--- src/hw/rtl/sehcd_pkg.sv ---
package sehcd_pkg;

  // Size of the receive buffer; one entry short of it holds payload.
  localparam int BUFFER_BYTES = 52;
  localparam int CAPACITY     = BUFFER_BYTES - 1;

  // Payload length and counter width, fixed by the payload_length port.
  localparam int LEN_W  = 6;
  localparam int ADDR_W = (CAPACITY > 1) ? $clog2(CAPACITY) : 1;

  localparam logic [LEN_W-1:0] CAP_LEN      = LEN_W'(CAPACITY);
  localparam logic [LEN_W-1:0] CAP_LAST_LEN = LEN_W'(CAPACITY - 1);

  localparam logic [7:0] STX_BYTE = 8'h02;
  localparam logic [7:0] ETX_BYTE = 8'h03;
  localparam logic [7:0] CR_BYTE  = 8'h0d;

  // Commands from the controller to the datapath.
  typedef struct packed {
    logic seed;       // start of frame: seed sum, clear position and overflow
    logic add;        // add the received word to the running sum
    logic store;      // write the received word to the buffer
    logic etx_len;    // take the write position as the stored length
    logic set_ovf;    // flag a dropped payload word
    logic hex_hi;     // decode the high checksum character
    logic hex_lo;     // decode the low checksum character
    logic start_emit; // latch the terminator check and rewind the read counter
    logic read;       // issue a buffer read at the read counter
    logic advance;    // step the read counter
  } cmd_t;

  // Status from the datapath to the controller.
  typedef struct packed {
    logic is_stx;
    logic is_etx;
    logic wp_last;    // the next stored word fills the buffer
    logic emit_last;  // the current read is the final result of the run
  } sts_t;

  // Returns {bad, nibble} for one ASCII hex character, either case.
  function automatic logic [4:0] hex_decode(input logic [7:0] c);
    logic [4:0] r;
    if (c >= 8'h30 && c <= 8'h39) begin
      r = {1'b0, 4'(c - 8'h30)};
    end else if (c >= 8'h61 && c <= 8'h66) begin
      r = {1'b0, 4'(c - 8'h57)};
    end else if (c >= 8'h41 && c <= 8'h46) begin
      r = {1'b0, 4'(c - 8'h37)};
    end else begin
      r = 5'h10;
    end
    return r;
  endfunction

endpackage

--- src/hw/rtl/sehcd_ram.sv ---
module sehcd_ram #(
  parameter int WIDTH = 8,
  parameter int DEPTH = 16,
  localparam int AW   = (DEPTH > 1) ? $clog2(DEPTH) : 1
) (
  input  logic             clk,
  input  logic             we,
  input  logic [AW-1:0]    waddr,
  input  logic [WIDTH-1:0] wdata,
  input  logic             re,
  input  logic [AW-1:0]    raddr,
  output logic [WIDTH-1:0] rdata
);

  logic [WIDTH-1:0] mem [DEPTH];

  always_ff @(posedge clk) begin
    if (we) begin
      mem[waddr] <= wdata;
    end
    if (re) begin
      rdata <= mem[raddr];
    end
  end

endmodule

--- src/hw/rtl/sehcd_dp.sv ---
module sehcd_dp
  import sehcd_pkg::*;
(
  input  logic             clk,
  input  logic             rst,
  input  logic [7:0]       rx_byte,
  input  cmd_t             cmd,
  output sts_t             sts,
  output logic [7:0]       payload_byte,
  output logic             payload_valid,
  output logic             last,
  output logic [LEN_W-1:0] payload_length,
  output logic [7:0]       computed_sum,
  output logic [7:0]       received_sum,
  output logic             sum_ok,
  output logic             overflowed,
  output logic             terminator_ok
);

  logic [7:0]       sum;
  logic [LEN_W-1:0] wp;
  logic [LEN_W-1:0] slen;
  logic [7:0]       rsum;
  logic             ovf;
  logic             term;
  logic [LEN_W-1:0] rd_cnt;
  logic [LEN_W-1:0] rd_last;
  logic [4:0]       hex;
  logic [7:0]       rdata;

  assign hex = hex_decode(rx_byte);

  // An empty frame still gives one result, so the run ends at index zero.
  assign rd_last = (slen == '0) ? '0 : slen - LEN_W'(1);

  assign sts.is_stx    = (rx_byte == STX_BYTE);
  assign sts.is_etx    = (rx_byte == ETX_BYTE);
  assign sts.wp_last   = (wp == CAP_LAST_LEN);
  assign sts.emit_last = (rd_cnt == rd_last);

  always_ff @(posedge clk) begin
    if (rst) begin
      sum    <= '0;
      wp     <= '0;
      slen   <= '0;
      rsum   <= '0;
      ovf    <= 1'b0;
      term   <= 1'b0;
      rd_cnt <= '0;
    end else begin
      if (cmd.seed) begin
        sum <= STX_BYTE;
        wp  <= '0;
        ovf <= 1'b0;
      end
      if (cmd.add) begin
        sum <= sum + rx_byte;
      end
      if (cmd.store) begin
        wp <= wp + LEN_W'(1);
        if (wp == CAP_LAST_LEN) begin
          slen <= CAP_LEN;
        end
      end
      if (cmd.etx_len) begin
        slen <= wp;
      end
      if (cmd.set_ovf) begin
        ovf <= 1'b1;
      end
      if (cmd.hex_hi) begin
        rsum <= hex[4] ? 8'hF0 : {hex[3:0], 4'h0};
      end
      if (cmd.hex_lo) begin
        rsum <= hex[4] ? 8'hFF : {rsum[7:4], hex[3:0]};
      end
      if (cmd.start_emit) begin
        term   <= (rx_byte == CR_BYTE);
        rd_cnt <= '0;
      end
      if (cmd.advance) begin
        rd_cnt <= rd_cnt + LEN_W'(1);
      end
    end
  end

  sehcd_ram #(
    .WIDTH(8),
    .DEPTH(CAPACITY)
  ) u_buf (
    .clk  (clk),
    .we   (cmd.store),
    .waddr(wp[ADDR_W-1:0]),
    .wdata(rx_byte),
    .re   (cmd.read),
    .raddr(rd_cnt[ADDR_W-1:0]),
    .rdata(rdata)
  );

  assign payload_valid  = (slen != '0);
  assign payload_byte   = payload_valid ? rdata : 8'h00;
  assign last           = sts.emit_last;
  assign payload_length = slen;
  assign computed_sum   = sum;
  assign received_sum   = rsum;
  assign sum_ok         = (sum == rsum);
  assign overflowed     = ovf;
  assign terminator_ok  = term;

endmodule

--- src/hw/rtl/sehcd_ctrl.sv ---
module sehcd_ctrl
  import sehcd_pkg::*;
(
  input  logic clk,
  input  logic rst,
  input  logic in_valid,
  output logic in_ready,
  output logic out_valid,
  input  logic out_ready,
  input  sts_t sts,
  output cmd_t cmd
);

  typedef enum logic [2:0] {
    S_WAIT,
    S_DATA,
    S_DROP,
    S_HI,
    S_LO,
    S_END,
    S_READ,
    S_SHOW
  } state_t;

  state_t state;
  state_t state_next;
  logic   acc;

  assign in_ready  = (state != S_READ) && (state != S_SHOW);
  assign out_valid = (state == S_SHOW);
  assign acc       = in_valid && in_ready;

  always_comb begin
    cmd        = '0;
    state_next = state;
    if (acc && sts.is_stx) begin
      // A start byte restarts the frame from any receive state.
      cmd.seed   = 1'b1;
      state_next = S_DATA;
    end else begin
      case (state)
        S_WAIT: begin
          state_next = S_WAIT;
        end
        S_DATA: begin
          if (acc) begin
            cmd.add = 1'b1;
            if (sts.is_etx) begin
              cmd.etx_len = 1'b1;
              state_next  = S_HI;
            end else begin
              cmd.store = 1'b1;
              if (sts.wp_last) begin
                state_next = S_DROP;
              end
            end
          end
        end
        S_DROP: begin
          if (acc) begin
            cmd.add = 1'b1;
            if (sts.is_etx) begin
              state_next = S_HI;
            end else begin
              cmd.set_ovf = 1'b1;
            end
          end
        end
        S_HI: begin
          if (acc) begin
            cmd.hex_hi = 1'b1;
            state_next = S_LO;
          end
        end
        S_LO: begin
          if (acc) begin
            cmd.hex_lo = 1'b1;
            state_next = S_END;
          end
        end
        S_END: begin
          if (acc) begin
            cmd.start_emit = 1'b1;
            state_next     = S_READ;
          end
        end
        S_READ: begin
          cmd.read   = 1'b1;
          state_next = S_SHOW;
        end
        S_SHOW: begin
          if (out_ready) begin
            if (sts.emit_last) begin
              state_next = S_WAIT;
            end else begin
              cmd.advance = 1'b1;
              state_next  = S_READ;
            end
          end
        end
        default: begin
          state_next = S_WAIT;
        end
      endcase
    end
  end

  always_ff @(posedge clk) begin
    if (rst) begin
      state <= S_WAIT;
    end else begin
      state <= state_next;
    end
  end

endmodule

--- src/hw/rtl/stx_etx_hex_checksum_deframer_core.sv ---
// Receives a byte stream framed as STX, payload, ETX, two ASCII hex checksum
// characters and one final byte, and on that final byte delivers the stored
// payload as a run of words, each carrying the frame status (lengths, sums,
// overflow and terminator check); an empty frame gives one word with
// payload_valid low. While receiving, one input word is taken every cycle.
// Once the final byte is taken the input stalls for the readout: each result
// word needs a registered read of the payload buffer and then a state that
// presents the word, so a frame of L stored bytes holds the input for
// max(L,1) result words plus any output back-pressure. The buffer keeps up
// to 51 payload bytes; later payload bytes are summed but dropped and set
// overflowed. It needs no clearing after reset.
module stx_etx_hex_checksum_deframer_core
  import sehcd_pkg::*;
(
  input  logic             clk,
  input  logic             rst,
  input  logic             in_valid,
  output logic             in_ready,
  input  logic [7:0]       rx_byte,
  output logic             out_valid,
  input  logic             out_ready,
  output logic [7:0]       payload_byte,
  output logic             payload_valid,
  output logic             last,
  output logic [LEN_W-1:0] payload_length,
  output logic [7:0]       computed_sum,
  output logic [7:0]       received_sum,
  output logic             sum_ok,
  output logic             overflowed,
  output logic             terminator_ok
);

  cmd_t cmd;
  sts_t sts;

  sehcd_ctrl u_ctrl (
    .clk      (clk),
    .rst      (rst),
    .in_valid (in_valid),
    .in_ready (in_ready),
    .out_valid(out_valid),
    .out_ready(out_ready),
    .sts      (sts),
    .cmd      (cmd)
  );

  sehcd_dp u_dp (
    .clk           (clk),
    .rst           (rst),
    .rx_byte       (rx_byte),
    .cmd           (cmd),
    .sts           (sts),
    .payload_byte  (payload_byte),
    .payload_valid (payload_valid),
    .last          (last),
    .payload_length(payload_length),
    .computed_sum  (computed_sum),
    .received_sum  (received_sum),
    .sum_ok        (sum_ok),
    .overflowed    (overflowed),
    .terminator_ok (terminator_ok)
  );

`ifndef SYNTHESIS
  a_no_overlap: assert property (@(posedge clk) disable iff (rst)
    !(in_ready && out_valid))
    else $error("input taken during readout");

  a_len_range: assert property (@(posedge clk) disable iff (rst)
    out_valid |-> (payload_length <= CAP_LEN))
    else $error("stored length beyond buffer capacity");

  a_empty_single: assert property (@(posedge clk) disable iff (rst)
    (out_valid && !payload_valid) |-> (last && payload_byte == 8'h00))
    else $error("empty frame must give one word");

  a_back_to_rx: assert property (@(posedge clk) disable iff (rst)
    (out_valid && out_ready && last) |=> (in_ready && !out_valid))
    else $error("receiver not resumed after final word");
`endif

endmodule

--- config.mk ---
export PLATFORM = sky130hd
export DESIGN_NAME = stx_etx_hex_checksum_deframer_core
export DESIGN_NICKNAME = d
export VERILOG_FILES = /design/src/hw/rtl/sehcd_pkg.sv /design/src/hw/rtl/sehcd_ram.sv /design/src/hw/rtl/sehcd_dp.sv /design/src/hw/rtl/sehcd_ctrl.sv /design/src/hw/rtl/stx_etx_hex_checksum_deframer_core.sv
export SDC_FILE = /design/constraint.sdc
export NUM_CORES = 1
export LEC_CHECK = 0
export BUFFER_PORTS_ARGS = -buffer_cell sky130_fd_sc_hd__buf_2
export CELL_PAD_IN_SITES_DETAIL_PLACEMENT = 0
export CELL_PAD_IN_SITES_GLOBAL_PLACEMENT = 1
export CORE_UTILIZATION = 45
export CTS_BUF_LIST = sky130_fd_sc_hd__clkbuf_8
export DETAILED_ROUTE_END_ITERATION = 10
export PLACE_DENSITY_LB_ADDON = 0.2
export REMOVE_ABC_BUFFERS = 1
export SKIP_CTS_REPAIR_TIMING = 1
export SYNTH_ARGS = -nofsm -noshare
export SYNTH_HDL_FRONTEND = slang
export SYNTH_SLANG_ARGS = --single-unit
--- constraint.sdc ---
create_clock -name clk -period 5.1 [get_ports clk]
set_input_delay 0.51 -clock clk [delete_from_list [all_inputs] [get_ports clk]]
set_output_delay 0.51 -clock clk [all_outputs]
set_load 0.1 [all_outputs]
---- Yosys cells after proc, flatten, opt, wreduce, memory -nomap -nowiden ----
Memory sizes are Yosys's and may differ from the RTL's. A register that Yosys moved wholly into a read port is not among the register bits.
Cells that the tools add are included.
storage, ports and cells
  register bits after elaboration ......... 39
  bits in latches ......................... 0
  bits in writable memories ............... 408
  memory bits (read-only) ................. 0
  input bits .............................. 12
  output and inout bits ................... 37
  word-level logic and storage cells ...... 128
  memories kept ........................... 1
memories
  name            words  width  rd ports  clocked after memory_dff  wr ports  RTL line         source
  u_dp.u_buf.mem  51     8      1         1                         1         sehcd_ram.sv:15  logic [WIDTH-1:0] mem [DEPTH];
cells by class
  $add $sub $neg .......................... 7
  $mul .................................... 0
  div/mod/pow operators ................... 0
  order comparisons ....................... 6
  eq/ne operators ......................... 32
  shifts and indexed selects .............. 0
  mux-type cells .......................... 51
  bitwise gates (word level) .............. 0
  reductions and logical operators ........ 21
operators by type and width
  operator               number
  $mux W8                7
  $mux W6                8
  $mux W3                11
  $pmux W3 S8            1
  $mux W1                18
  $ne A3 B1 Y1 const B   6
  $eq A8 B2 Y1 const B   2
  $ge A8 B7 Y1 const B   2
  $le A8 B7 Y1 const B   2
  $reduce_and A8 Y1      2
  $mux W5                3
  $ne A2 B1 Y1 const B   7
  $reduce_bool A2 Y1     7
  $add A6 B1 Y6 const B  2
  $eq A3 B3 Y1 const B   4
  $mux W9                1
  $ne A3 B3 Y1 const B   3
  $add A8 B8 Y8          1
  $eq A8 B4 Y1 const B   1
  $eq A8 B8 Y1           1
  $ge A8 B6 Y1 const B   1
  $le A8 B6 Y1 const B   1
  $sub A4 B3 Y4 const B  2
  $eq A3 B2 Y1 const B   2
  16 further kinds       22

---- Logic depth before layout (Yosys ltp) ----
Gate-level depths: netlist (run 1).
  depth in word-level cells ............... 9
  depth in mapped cells ................... 9
  depth with buffers taken out ............ 9

---- By module ----
Synthesis (run 1) repeated with hierarchy kept, for this count alone.
second synthesis, totals
  cell total of the unflattened synthesis .. 1112
  area total of the unflattened synthesis .. 18980.7 µm²
modules (own cells, without submodules)
  module      times used  cells an instance  area each (µm²)  sequential area each (µm²)
  sehcd_ram   1           778                16291.9          12492.0
  sehcd_dp    1           281                2342.2           720.7
  sehcd_ctrl  1           53                 346.6            60.1

---- Worst setup path before layout (run 1) ----
OpenSTA, ideal clock, no wires.
  path type ............................... reg2reg
  from .................................... register u_ctrl.state[2]
  to ...................................... register u_dp.rd_cnt[3]
  setup time .............................. 0.058 ns
  data arrival time ....................... 3.822 ns
  data required time ...................... 5.042 ns
  setup slack ............................. 1.220 ns
  cell stages (with the launch flop) ...... 8
  buffers on the path ..................... 1
  period minus slack after synthesis ...... 3.880 ns
  path through ............................ dfxtp_1 clkbuf_1 nand2_1 nor2_1 nand2_1 or3_1 a22oi_1 a211o_1
between the ends
  cells in the longest elaborated chain, start to end .. 7
  elaborated cells on any way between the ends .. 13
  those cells by class .................... eq/ne (4); mux (5); reduce/logical (4)
RTL lines
  item                                 RTL line                                  source
  start: declaration                   sehcd_ctrl.sv:25                          state_t state;
  start signal: assignment             sehcd_ctrl.sv:112                         state <= state_next;
  $ne A3 B3 Y1                         sehcd_ctrl.sv:29                          assign in_ready = (state != S_READ) && (state != S_SHOW);
  $logic_and A1 B1 Y1 *                sehcd_ctrl.sv:29
  via in_ready                         stx_etx_hex_checksum_deframer_core.sv:18  output logic in_ready,
  $logic_and A1 B1 Y1 *                sehcd_ctrl.sv:31                          assign acc = in_valid && in_ready;
  $mux W1                              sehcd_ctrl.sv:82                          if (acc) begin
  $mux W1                              sehcd_ctrl.sv:41                          case (state)
  $mux W9 *                            sehcd_ctrl.sv:36                          if (acc && sts.is_stx) begin
  $reduce_bool A2 Y1 (no source line)  --
  end signal: assignment               sehcd_dp.sv:82                            rd_cnt <= rd_cnt + LEN_W'(1);
  end: declaration                     sehcd_dp.sv:26                            logic [LEN_W-1:0] rd_cnt;
The timed path passes the listed nets; every way through them passes the cells marked *.
A chain may end at the register's enable or synchronous reset.

---- Final worst setup path (run 1) ----
  from .................................... register u_dp.slen[0], in the netlist u_dp.payload_length[0]
  to ...................................... output last
between the ends
  cells in the longest elaborated chain, start to end .. 3
  elaborated cells on any way between the ends .. 4
  those cells by class .................... add/sub (1); eq/ne (1); mux (1); reduce/logical (1)
RTL lines
  item                                               RTL line                                  source
  start: declaration                                 sehcd_dp.sv:22                            logic [LEN_W-1:0] slen;
  start signal: assignment                           sehcd_dp.sv:66                            slen <= wp;
  $sub A6 B1 Y6 or $logic_not A6 Y1 (tied branches)  sehcd_dp.sv:34                            assign rd_last = (slen == '0) ? '0 : slen - LEN_W'(1);
  $mux W6 *                                          sehcd_dp.sv:34
  $eq A6 B6 Y1 *                                     sehcd_dp.sv:39                            assign sts.emit_last = (rd_cnt == rd_last);
  end: declaration                                   stx_etx_hex_checksum_deframer_core.sv:24  output logic last,
Every way passes the cells marked *; elsewhere a longest branch is shown, timed or not.

==> results of run 1 <==
-- final timing paths --
kind,start,end,slack (ns),depth (start not counted)
max,u_dp.payload_length[0],last,0.96,8
min,in_valid,u_ctrl.state[2],0.38,3
max reg2reg,u_dp.rd_cnt[0],u_dp.u_buf.rdata[5],1.95,5
min reg2reg,u_dp.overflowed,u_dp.overflowed,0.48,2
-- state kept, by name (all words and copies together) (netlist names) --
name / count
u_dp.rd_cnt: 6
u_dp.u_buf.mem: 408
u_ctrl.state: 3
u_dp.received_sum: 8
u_dp.overflowed: 1
u_dp.computed_sum: 8
u_dp.wp: 6
u_dp.u_buf.rdata: 8
u_dp.payload_length: 6
u_dp.terminator_ok: 1
-- critical path: stages, from the launching register on --
cell	delay (ns)
dfxtp_1	0.42
inv_1	0.09
ha_1	0.24
nor3b_2	0.19
nand2_1	0.43
nor2_1	0.16
a2111oi_4	0.60
and2_1	0.40
buf_2	0.49
-- metrics by stage --
stage	power, mW	setup slack, ns	setup TNS [ns]	hold slack [ns]
6_report	7.15	0.960	0	0.385
5_1_grt	7.39	0.738	0	0.371
4_1_cts	7.23	0.910	0	0.339
3_5_place_dp	4.26	1.37	0	0.473
3_3_place_gp	4.26	1.46	0	0.461
2_1_floorplan	4.16	-1.71	-17.64	0.522
-- cell type report --
| class | instances | area, um2 |
|---|---|---|
| tap | 532 | 666 |
| multi-input combinational | 527 | 5260 |
| timing repair buffer | 64 | 385 |
| inverter | 14 | 52.6 |
| clock buffer | 80 | 1100 |
| clock inverter | 53 | 283 |
| fill | 3349 | 20100 |
| sequential | 455 | 13300 |
-- metal layers --
| metal | GRT usage (%) | share of wire [%] | vias to the layer above |
|---|---|---|---|
| met5 | 0 | 0 | - |
| met4 | 6.28 | 1.5 | 0 |
| met3 | 5.68 | 7.3 | 44 |
| met1 | 32.2 | 46 | 5161 |
| li1 | - | - | 4412 |
| met2 | 31.7 | 45 | 356 |
-- cell families after synthesis --
| family | share of synthesized area [%] |
|---|---|
| DFF | 70.4 |
| and+or+nand+nor | 6.13 |
| muxes | 16.1 |
| AOI/OAI and AO/OA | 3.76 |
| buffers and inverters | 1.72 |
| xor gates and xnor gates | 0.836 |
| adders and majority gates | 1.10 |
-- cell usage after synthesis, drive strengths merged (12+ instances only) --
| cell | n |
|---|---|
| edfxtp | 416 |
| mux4 | 112 |
| nor2 | 112 |
| mux2i | 40 |
| dfxtp | 39 |
| nand2 | 33 |
| clkbuf | 29 |
| buf | 28 |
| a21oi | 25 |
| ha | 15 |
| xnor2 | 15 |
| inv | 14 |
| a22oi | 13 |
| and2 | 12 |
| nor3 | 12 |
-- report_power, final --
| part | internal [mW] | switching (mW) |
|---|---|---|
| clock network | 1.55 | 1.42 |
| registers | 4.06 | 0.000173 |
| logic | 0.0174 | 0.0920 |
==> summary.md, run 1 <==
| Metric | Value |
|---|---|
| I/O pin total | `49` |
| Diodes inserted | `0` |
| GPL Wtd Cong | `0.787` |
| Asr flop ratio synth | `0%` |
| Largest net degree at the start of global routing | `59` |
| Total gr overflow | `0` |
| Worst-Skew Late Latency | `0.62 ns` |
| Leak | `6.65 nW` |
| Count of cell types in the netlist | `69` |
| CP required | `4.59 ns` |
| Number of global-route vias before repair | `9877` |
| Final cycle utilization of the critical path | `81.2%` |
| DP Area | `19600 um2` |
| Most common cell after layout, fill and taps aside | `edfxtp_1` |
| GRT Overall Usage | `21.7%` |
| DR vias/cell | `5.78` |
| Startpoint types | `flop` |
| Nets | `1166` |
| Die ar. | `42700 um2` |
| Achievable frequency | `242 MHz` |
| HP Class | `primary input to flop` |
| Max cap viols | `0` |
| Clock Tree Buf Depth | `3` |
| Pwr/cell area | `340 nW/um2` |
| Synth area leaders | `edfxtp_1 (66%), mux4_2 (13%), dfxtp_1 (4.1%)` |
| Yosys reg bits | `455` |
| Worst path arrival time | `3.63 ns` |
| Die Y | `207 um` |
| Starting DRT DRC Count | `830` |
| Die width | `207 um` |
| Main flop type after synthesis | `edfxtp_1` |
| Clk slew on worst S/H paths | `0.06 ns` |
| Rows | `74` |
| Cell area after layout | `21000 um2` |
| Synthesized area | `18900 um2` |
| Slew @ Worst Pin | `1.02 ns` |
| Tmin final | `4.14 ns` |
| Syn Inst Count | `1053` |
| CP max FO | `11` |
| Status | `completed` |
| Leading area contributor after synthesis | `edfxtp_1` |
| Pins Over Slew Limit | `0` |
| Number of synthesized flops with an enable pin | `416` |
| CTS tree | `built` |
| Drt total wl | `44700 um` |
| H-tree levels | `3` |
| First-pass GRT wire length | `66100 um` |
| Post-DP HPWL | `27600 um` |
| Area growth syn-to-layout | `11.5%` |
| Initial Util | `45.9%` |
| Max Clock Skew | `0.0288 ns` |
| Top cell type's share of synthesized area | `66.3%` |
| CTS Root Cell | `clkbuf_8` |
| Routed Antenna Nets | `0` |
| Initial antenna violation count | `0` |
| Crit. End Element | `output port` |
| Pre-Repair DR Iteration Count | `7` |
| Peak supply drop | `0.200 mV` |
| Final hold vios | `0` |
| CTS Sinks | `455` |
| Residual DRC | `0` |
| Placeable Area | `41100 um2` |
| Commonest non-fill, non-tap cells in the layout | `edfxtp_1 (416), nor2_1 (112), mux4_2 (112)` |
| Final Instance Count excl. Fillers | `1725` |
| WL/cell | `25.9 um` |
| CP Class | `flop to output port` |
| Slew HR | `31.7%` |
| Cells after DPL | `1592` |
| Layout cell share with drive strength beyond 1 | `24.8%` |
| Final Setup Violations | `0` |
| Sequential share of the synthesized area | `70.4%` |
| Vias | `9973` |
| Number of CTS-inserted buffers | `76` |
| Port Buf Inserts | `48` |
| Yosys Warn Count | `0` |
| RSZ-0062 raised after global routing | `no` |
| Avg Cell Area, Syn | `17.9 um2` |
| Final Util | `51.1%` |
Power figures use the tool's default switching activity.
==> run 2: changes to the inputs <==
Settings changed: ABC_AREA set to 1.
Clock period 5.1 ns to 3.6 ns, I/O delays scaled along.
==> summary.md, run 2 <==
| Metric | Value |
|---|---|
| GPL Wtd Cong | `0.879 (was 0.787)` |
| Max Clock Skew | `0.0323 ns (was 0.0288 ns)` |
| Pwr/cell area | `473 nW/um2 (was 340 nW/um2)` |
| CP Class | `flop to output port (unchanged)` |
| CP max FO | `17 (was 11)` |
| Post-DP HPWL | `31100 um (was 27600 um)` |
| Largest Register | `u_dp.u_buf.mem (unchanged)` |
| Die ar. | `43300 um2 (was 42700 um2)` |
| Avg Cell Area, Syn | `11.5 um2 (was 17.9 um2)` |
| Vias | `13300 (was 9973)` |
| Sequential share of the synthesized area | `69.4% (was 70.4%)` |
| Crit. End Element | `output port (unchanged)` |
| Main flop type after synthesis | `edfxtp_1 (unchanged)` |
| Syn Inst Count | `1663 (was 1053)` |
| CTS Root Cell | `clkbuf_8 (unchanged)` |
| Initial Util | `45.6% (was 45.9%)` |
| CTS Sinks | `455 (unchanged)` |
| Total gr overflow | `0 (unchanged)` |
| Yosys reg bits | `455 (unchanged)` |
| Slew @ Worst Pin | `1.07 ns (was 1.02 ns)` |
| Drt total wl | `52300 um (was 44700 um)` |
| Final cycle utilization of the critical path | `87.9%` |
| Top cell type's share of synthesized area | `65.3% (was 66.3%)` |
| Final Setup Violations | `0 (unchanged)` |
| Diodes inserted | `0 (unchanged)` |
| Port Buf Inserts | `48 (unchanged)` |
| Leading area contributor after synthesis | `edfxtp_1 (unchanged)` |
| Initial antenna violation count | `1 (was 0)` |
| Die width | `208 um (was 207 um)` |
| Status | `completed (unchanged)` |
| Largest net degree at the start of global routing | `109 (was 59)` |
| Die Y | `208 um (was 207 um)` |
| Total power | `10.2 mW (was 7.15 mW)` |
| Max incr delay on CP | `0.41 ns (was 0.60 ns)` |
| Final Instance Count excl. Fillers | `2352 (was 1725)` |
| Startpoint types | `flop (unchanged)` |
| Asr flop ratio synth | `0% (unchanged)` |
| Number of synthesized flops with an enable pin | `416 (unchanged)` |
| Number of CTS-inserted buffers | `77 (was 76)` |
| Worst-Skew Late Latency | `0.63 ns (was 0.62 ns)` |
| Flip-flop count of the largest register after layout | `408 (unchanged)` |
| WL/cell | `22.2 um (was 25.9 um)` |
| Routed Antenna Nets | `0 (unchanged)` |
| Top Family by Delay on Critical Path | `simple AND/OR/NAND/NOR gates (unchanged)` |
| Slew HR | `28.5% (was 31.7%)` |
| Commonest non-fill, non-tap cells in the layout | `edfxtp_1 (416), nor2_1 (301), o21ai_0 (243) (was edfxtp_1 (416), nor2_1 (112), mux4_2 (112))` |
| CP max stage cell | `buf_2 (was a2111oi_4)` |
| Nets | `1783 (was 1166)` |
| Rows | `75 (was 74)` |
| Critical path, cell by cell | `inv_1, ha_1, nand3_2, nand2_1, nand2_1, nand2_1, nand2_1, nor2_1, nand2_2, inv_1, buf_2 (was inv_1, ha_1, nor3b_2, nand2_1, nor2_1, a2111oi_4, and2_1, buf_2)` |
| Peak supply drop | `0.297 mV (was 0.200 mV)` |
| Count of cell types in the netlist | `44 (was 69)` |
| H-tree levels | `3 (unchanged)` |
| Cells after DPL | `2215 (was 1592)` |
| WP buf/inv | `3 (was 2)` |
| Placeable Area | `41900 um2 (was 41100 um2)` |
| RSZ-0062 raised after global routing | `no (unchanged)` |
| GRT Overall Usage | `24.3% (was 21.7%)` |
| Starting DRT DRC Count | `1162 (was 830)` |
| Synthesized area | `19100 um2 (was 18900 um2)` |
| WHS | `0.152 ns (was 0.385 ns)` |
| Synth area leaders | `edfxtp_1 (65%), o21ai_0 (6.4%), nor2_1 (5.9%) (was edfxtp_1 (66%), mux4_2 (13%), dfxtp_1 (4.1%))` |
| Area growth syn-to-layout | `12.6% (was 11.5%)` |
| Most common cell after layout, fill and taps aside | `edfxtp_1 (unchanged)` |
| Layout cell share with drive strength beyond 1 | `12.7% (was 24.8%)` |
| Clock Tree Buf Depth | `3 (unchanged)` |
| Achievable frequency | `316 MHz` |
| Yosys Warn Count | `0 (unchanged)` |
| Residual DRC | `0 (unchanged)` |
| DR vias/cell | `5.65 (was 5.78)` |
| Pins Over Slew Limit | `0 (unchanged)` |
| Most frequent CP cell | `nand2_1` |
| Worst path arrival time | `2.81 ns (was 3.63 ns)` |
| Max cap viols | `0 (unchanged)` |
| Leak | `7.62 nW (was 6.65 nW)` |
| HP Class | `primary input to flop (unchanged)` |
| Number of global-route vias before repair | `12900 (was 9877)` |
| First-pass GRT wire length | `79300 um (was 66100 um)` |
| CP required | `3.24 ns (was 4.59 ns)` |
| Cell with the most instances after synthesis | `edfxtp_1 (unchanged)` |
| I/O pin total | `49 (unchanged)` |
| Final hold vios | `0 (unchanged)` |
| Tmin final | `3.17 ns` |
| Pre-Repair DR Iteration Count | `7 (unchanged)` |
| CTS tree | `built (unchanged)` |
| Commonest cells in the netlist | `edfxtp_1 (416), nor2_1 (301), o21ai_0 (243), nand2_1 (162) (was edfxtp_1 (416), mux4_2 (112), nor2_1 (112), mux2i_1 (40), dfxtp_1 (39))` |
| Clk slew on worst S/H paths | `0.06 ns (about the same)` |
## run 2: cell types whose count changed after synthesis, sizes merged, moves of 40 or more
cell / delta
a21oi: +42
o21ai: +245
inv: +56
nand3: +63
mux2i: -40
mux4: -112
nor2: +193
nand2: +135
o22ai: +71
## run 2: path summary, 6_finish.rpt
path         slack (ns)                    from                     to  depth (start not counted)
max                0.43  u_dp.payload_length[0]                   last                         11
max reg2reg        1.05         u_ctrl.state[1]  u_dp.u_buf.mem[23][3]                          8
min                0.15              rx_byte[1]   u_dp.u_buf.mem[1][1]                          1
min reg2reg        0.46      u_dp.terminator_ok     u_dp.terminator_ok                          2
## run 2: layer usage
| metal | vias up | routed length [um] | global-route usage [%] |
|---|---|---|---|
| met4 | 0 | 1340 | 9.22 |
| li1 | 6203 | - | - |
| met5 | - | 0 | 0 |
| met3 | 77 | 3280 | 4.29 |
| met2 | 482 | 24200 | 37.7 |
| met1 | 6523 | 23400 | 34.4 |
## run 2: area by class of cell
type | instances | area (um2)
clock buffers | 82 | 1130
inverters | 72 | 275
fillers | 3707 | 20400
multi-input cells | 1044 | 5180
well taps | 539 | 674
repair buffers | 105 | 718
flip-flops and latches | 455 | 13300
clock inverters | 55 | 280
## run 2: cell families (layout without fill, tap and decap cells)
family          after synthesis  in the layout  share of synthesized area [%]
compound gates              437            437                           12.7
xor+xnor                     14             14                          0.641
fa+ha+maj                    16             16                           1.09
buf+inv                     164            314                           3.51
flops                       455            455                           69.4
simple gates                577            577                           12.7
## run 2: through the flow
step                area (um2)  utilization (%)  setup TNS, ns  worst slack, ns
global route             21500             51.3              0            0.193
CTS                      21500             51.3              0            0.399
detailed placement       20100             48.0              0            0.728
global placement         20100             48.0              0            0.814
finish                   21500             51.3              0            0.435
floorplan                18700                -         -75.13            -4.52
## run 2: where the power goes
group / switching, mW / internal, mW / leakage (nW)
clock: 2.02 / 2.24 / 0.818
sequential: 0.000491 / 5.76 / 4.05
combinational: 0.141 / 0.0239 / 2.75
==> run 3: changes to the inputs <==
Settings changed: PLACE_DENSITY set to 0.71, PLACE_DENSITY_LB_ADDON 0.2 to not set.
==> summary.md, run 3 (synthesis gave the netlist of run 2 again) <==
| Metric | Value |
|---|---|
| Drt total wl | `51900 um (was 52300 um)` |
| CTS Sinks | `455 (unchanged)` |
| CP max FO | `17 (unchanged)` |
| Pre-CTS WS | `0.795 ns (was 0.728 ns)` |
| Worst path arrival time | `2.84 ns (was 2.81 ns)` |
| Status | `completed (unchanged)` |
| Flip-flop count of the largest register after layout | `408 (unchanged)` |
| Rows | `75 (unchanged)` |
| Die width | `208 um (unchanged)` |
| H-tree levels | `3 (unchanged)` |
| Final Setup Violations | `0 (unchanged)` |
| Peak supply drop | `0.255 mV (was 0.297 mV)` |
| Routed Antenna Nets | `0 (unchanged)` |
| First-pass GRT wire length | `78100 um (was 79300 um)` |
| Residual DRC | `0 (unchanged)` |
| Leak | `7.57 nW (was 7.62 nW)` |
| CTS Root Cell | `clkbuf_8 (unchanged)` |
| Final cycle utilization of the critical path | `88.8% (was 87.9%)` |
| Largest net degree at the start of global routing | `205 (was 109)` |
| Most common cell after layout, fill and taps aside | `edfxtp_1 (unchanged)` |
| GRT Overall Usage | `24.2% (was 24.3%)` |
| Clock Tree Buf Depth | `3 (unchanged)` |
| Area growth syn-to-layout | `12.1% (was 12.6%)` |
| Crit. End Element | `output port (unchanged)` |
| Commonest non-fill, non-tap cells in the layout | `edfxtp_1 (416), nor2_1 (301), o21ai_0 (243) (unchanged)` |
| CP required | `3.24 ns (about the same)` |
| Achievable frequency | `313 MHz (was 316 MHz)` |
| Cell area after layout | `21400 um2 (was 21500 um2)` |
| Cells after DPL | `2205 (was 2215)` |
| Number of global-route vias before repair | `12900 (about the same)` |
| Layout cell share with drive strength beyond 1 | `12.1% (was 12.7%)` |
| Clk slew on worst S/H paths | `0.06 ns (about the same)` |
| Startpoint types | `flop (unchanged)` |
| Final hold vios | `0 (unchanged)` |
| DR vias/cell | `5.64 (was 5.65)` |
| Final WS setup | `0.403 ns (was 0.435 ns)` |
| Slew @ Worst Pin | `1.15 ns (was 1.07 ns)` |
| Initial Util | `45.6% (unchanged)` |
| I/O pin total | `49 (unchanged)` |
| Max incr delay on CP | `0.41 ns (about the same)` |
| Pwr/cell area | `476 nW/um2 (was 473 nW/um2)` |
| CTS tree | `built (unchanged)` |
| Placeable Area | `41900 um2 (unchanged)` |
| CP max stage cell | `nand3_2 (was buf_2)` |
| Total power | `10.2 mW (about the same)` |
| Setup TNS | `0 ns (unchanged)` |
| Initial antenna violation count | `2 (was 1)` |
| Port Buf Inserts | `48 (unchanged)` |
| Max Clock Skew | `0.0346 ns (was 0.0323 ns)` |
| Diodes inserted | `0 (unchanged)` |
| Die Y | `208 um (unchanged)` |
| Nets | `1772 (was 1783)` |
| Number of CTS-inserted buffers | `76 (was 77)` |
| GPL Wtd Cong | `0.840 (was 0.879)` |
| Worst-Skew Late Latency | `0.63 ns (about the same)` |
| WL/cell | `22.1 um (was 22.2 um)` |
| DP Area | `20000 um2 (was 20100 um2)` |
| RSZ-0062 raised after global routing | `no (unchanged)` |
| Pre-Repair DR Iteration Count | `7 (unchanged)` |
| Post-DP HPWL | `30800 um (was 31100 um)` |
| Max cap viols | `0 (unchanged)` |
| Pins Over Slew Limit | `0 (unchanged)` |
| Most frequent CP cell | `nand2_1 (unchanged)` |
| Tmin final | `3.20 ns (was 3.17 ns)` |
| HP Class | `primary input to flop (unchanged)` |
| Vias | `13200 (was 13300)` |
| Total gr overflow | `0 (unchanged)` |
| Starting DRT DRC Count | `1123 (was 1162)` |
| # fillers | `3764 (was 3707)` |
| Final Instance Count excl. Fillers | `2344 (was 2352)` |
| Die ar. | `43300 um2 (unchanged)` |
| Critical path, cell by cell | `inv_1, ha_1, nand3_2, nand2_1, nand2_1, nand2_1, nand2_1, nor2_1, nand2_2, inv_1, buf_2 (unchanged)` |
| CP Class | `flop to output port (unchanged)` |
| Slew HR | `23.3% (was 28.5%)` |
| Largest Register | `u_dp.u_buf.mem (unchanged)` |
run 3: final cells by class:
type,instances,area (um2),share of cell area [%]
well taps,539,674,3.15
multi-input cells,1044,5180,24.2
inverters,72,275,1.28
clock inverters,58,293,1.37
clock buffers,81,1110,5.20
flip-flops and latches,455,13300,62.0
repair buffers,95,618,2.88
run 3: per-layer routing:
metal / part of all wire (%) / vias to the layer above / GRT usage [%]
met3: 5.8 / 105 / 4.44
met2: 46 / 413 / 37.8
li1: - / 6188 / -
met1: 45 / 6521 / 33.9
met4: 3.1 / 0 / 9.07
met5: 0 / - / 0
run 3: where the power goes:
group	internal, mW	switching, mW	total (mW)
sequential	5.76	0.000499	5.76
combinational	0.0230	0.143	0.166
clock	2.23	2.06	4.28
run 3: final timing paths:
check,start,to,slack (ns),depth (start not counted)
hold reg to reg,u_dp.overflowed,u_dp.overflowed,0.46,1
hold / removal,rx_byte[5],u_dp.u_buf.mem[8][5],0.16,1
setup reg to reg,u_ctrl.state[1],u_dp.u_buf.mem[7][5],1.05,8
setup / recovery,u_dp.payload_length[0],last,0.40,11
run 3: metrics by stage:
stage | utilization (%) | hold WS [ns]
after floorplan | - | 0.429
after global placement | 47.7 | 0.446
after detailed placement | 47.7 | 0.458
after CTS | 51.1 | 0.103
after global routing | 51.1 | 0.105
final | 51.1 | 0.161
run 3: critical path, delay by kind of cell, from the launching register on:
| kind | cells | cell delay (ns) |
|---|---|---|
| AND/OR/NAND/NOR | 7 | 0.97 |
| buffers and inverters | 3 | 0.62 |
| flip-flops | 1 | 0.33 |
| adder cells (fa/ha/maj) | 1 | 0.29 |
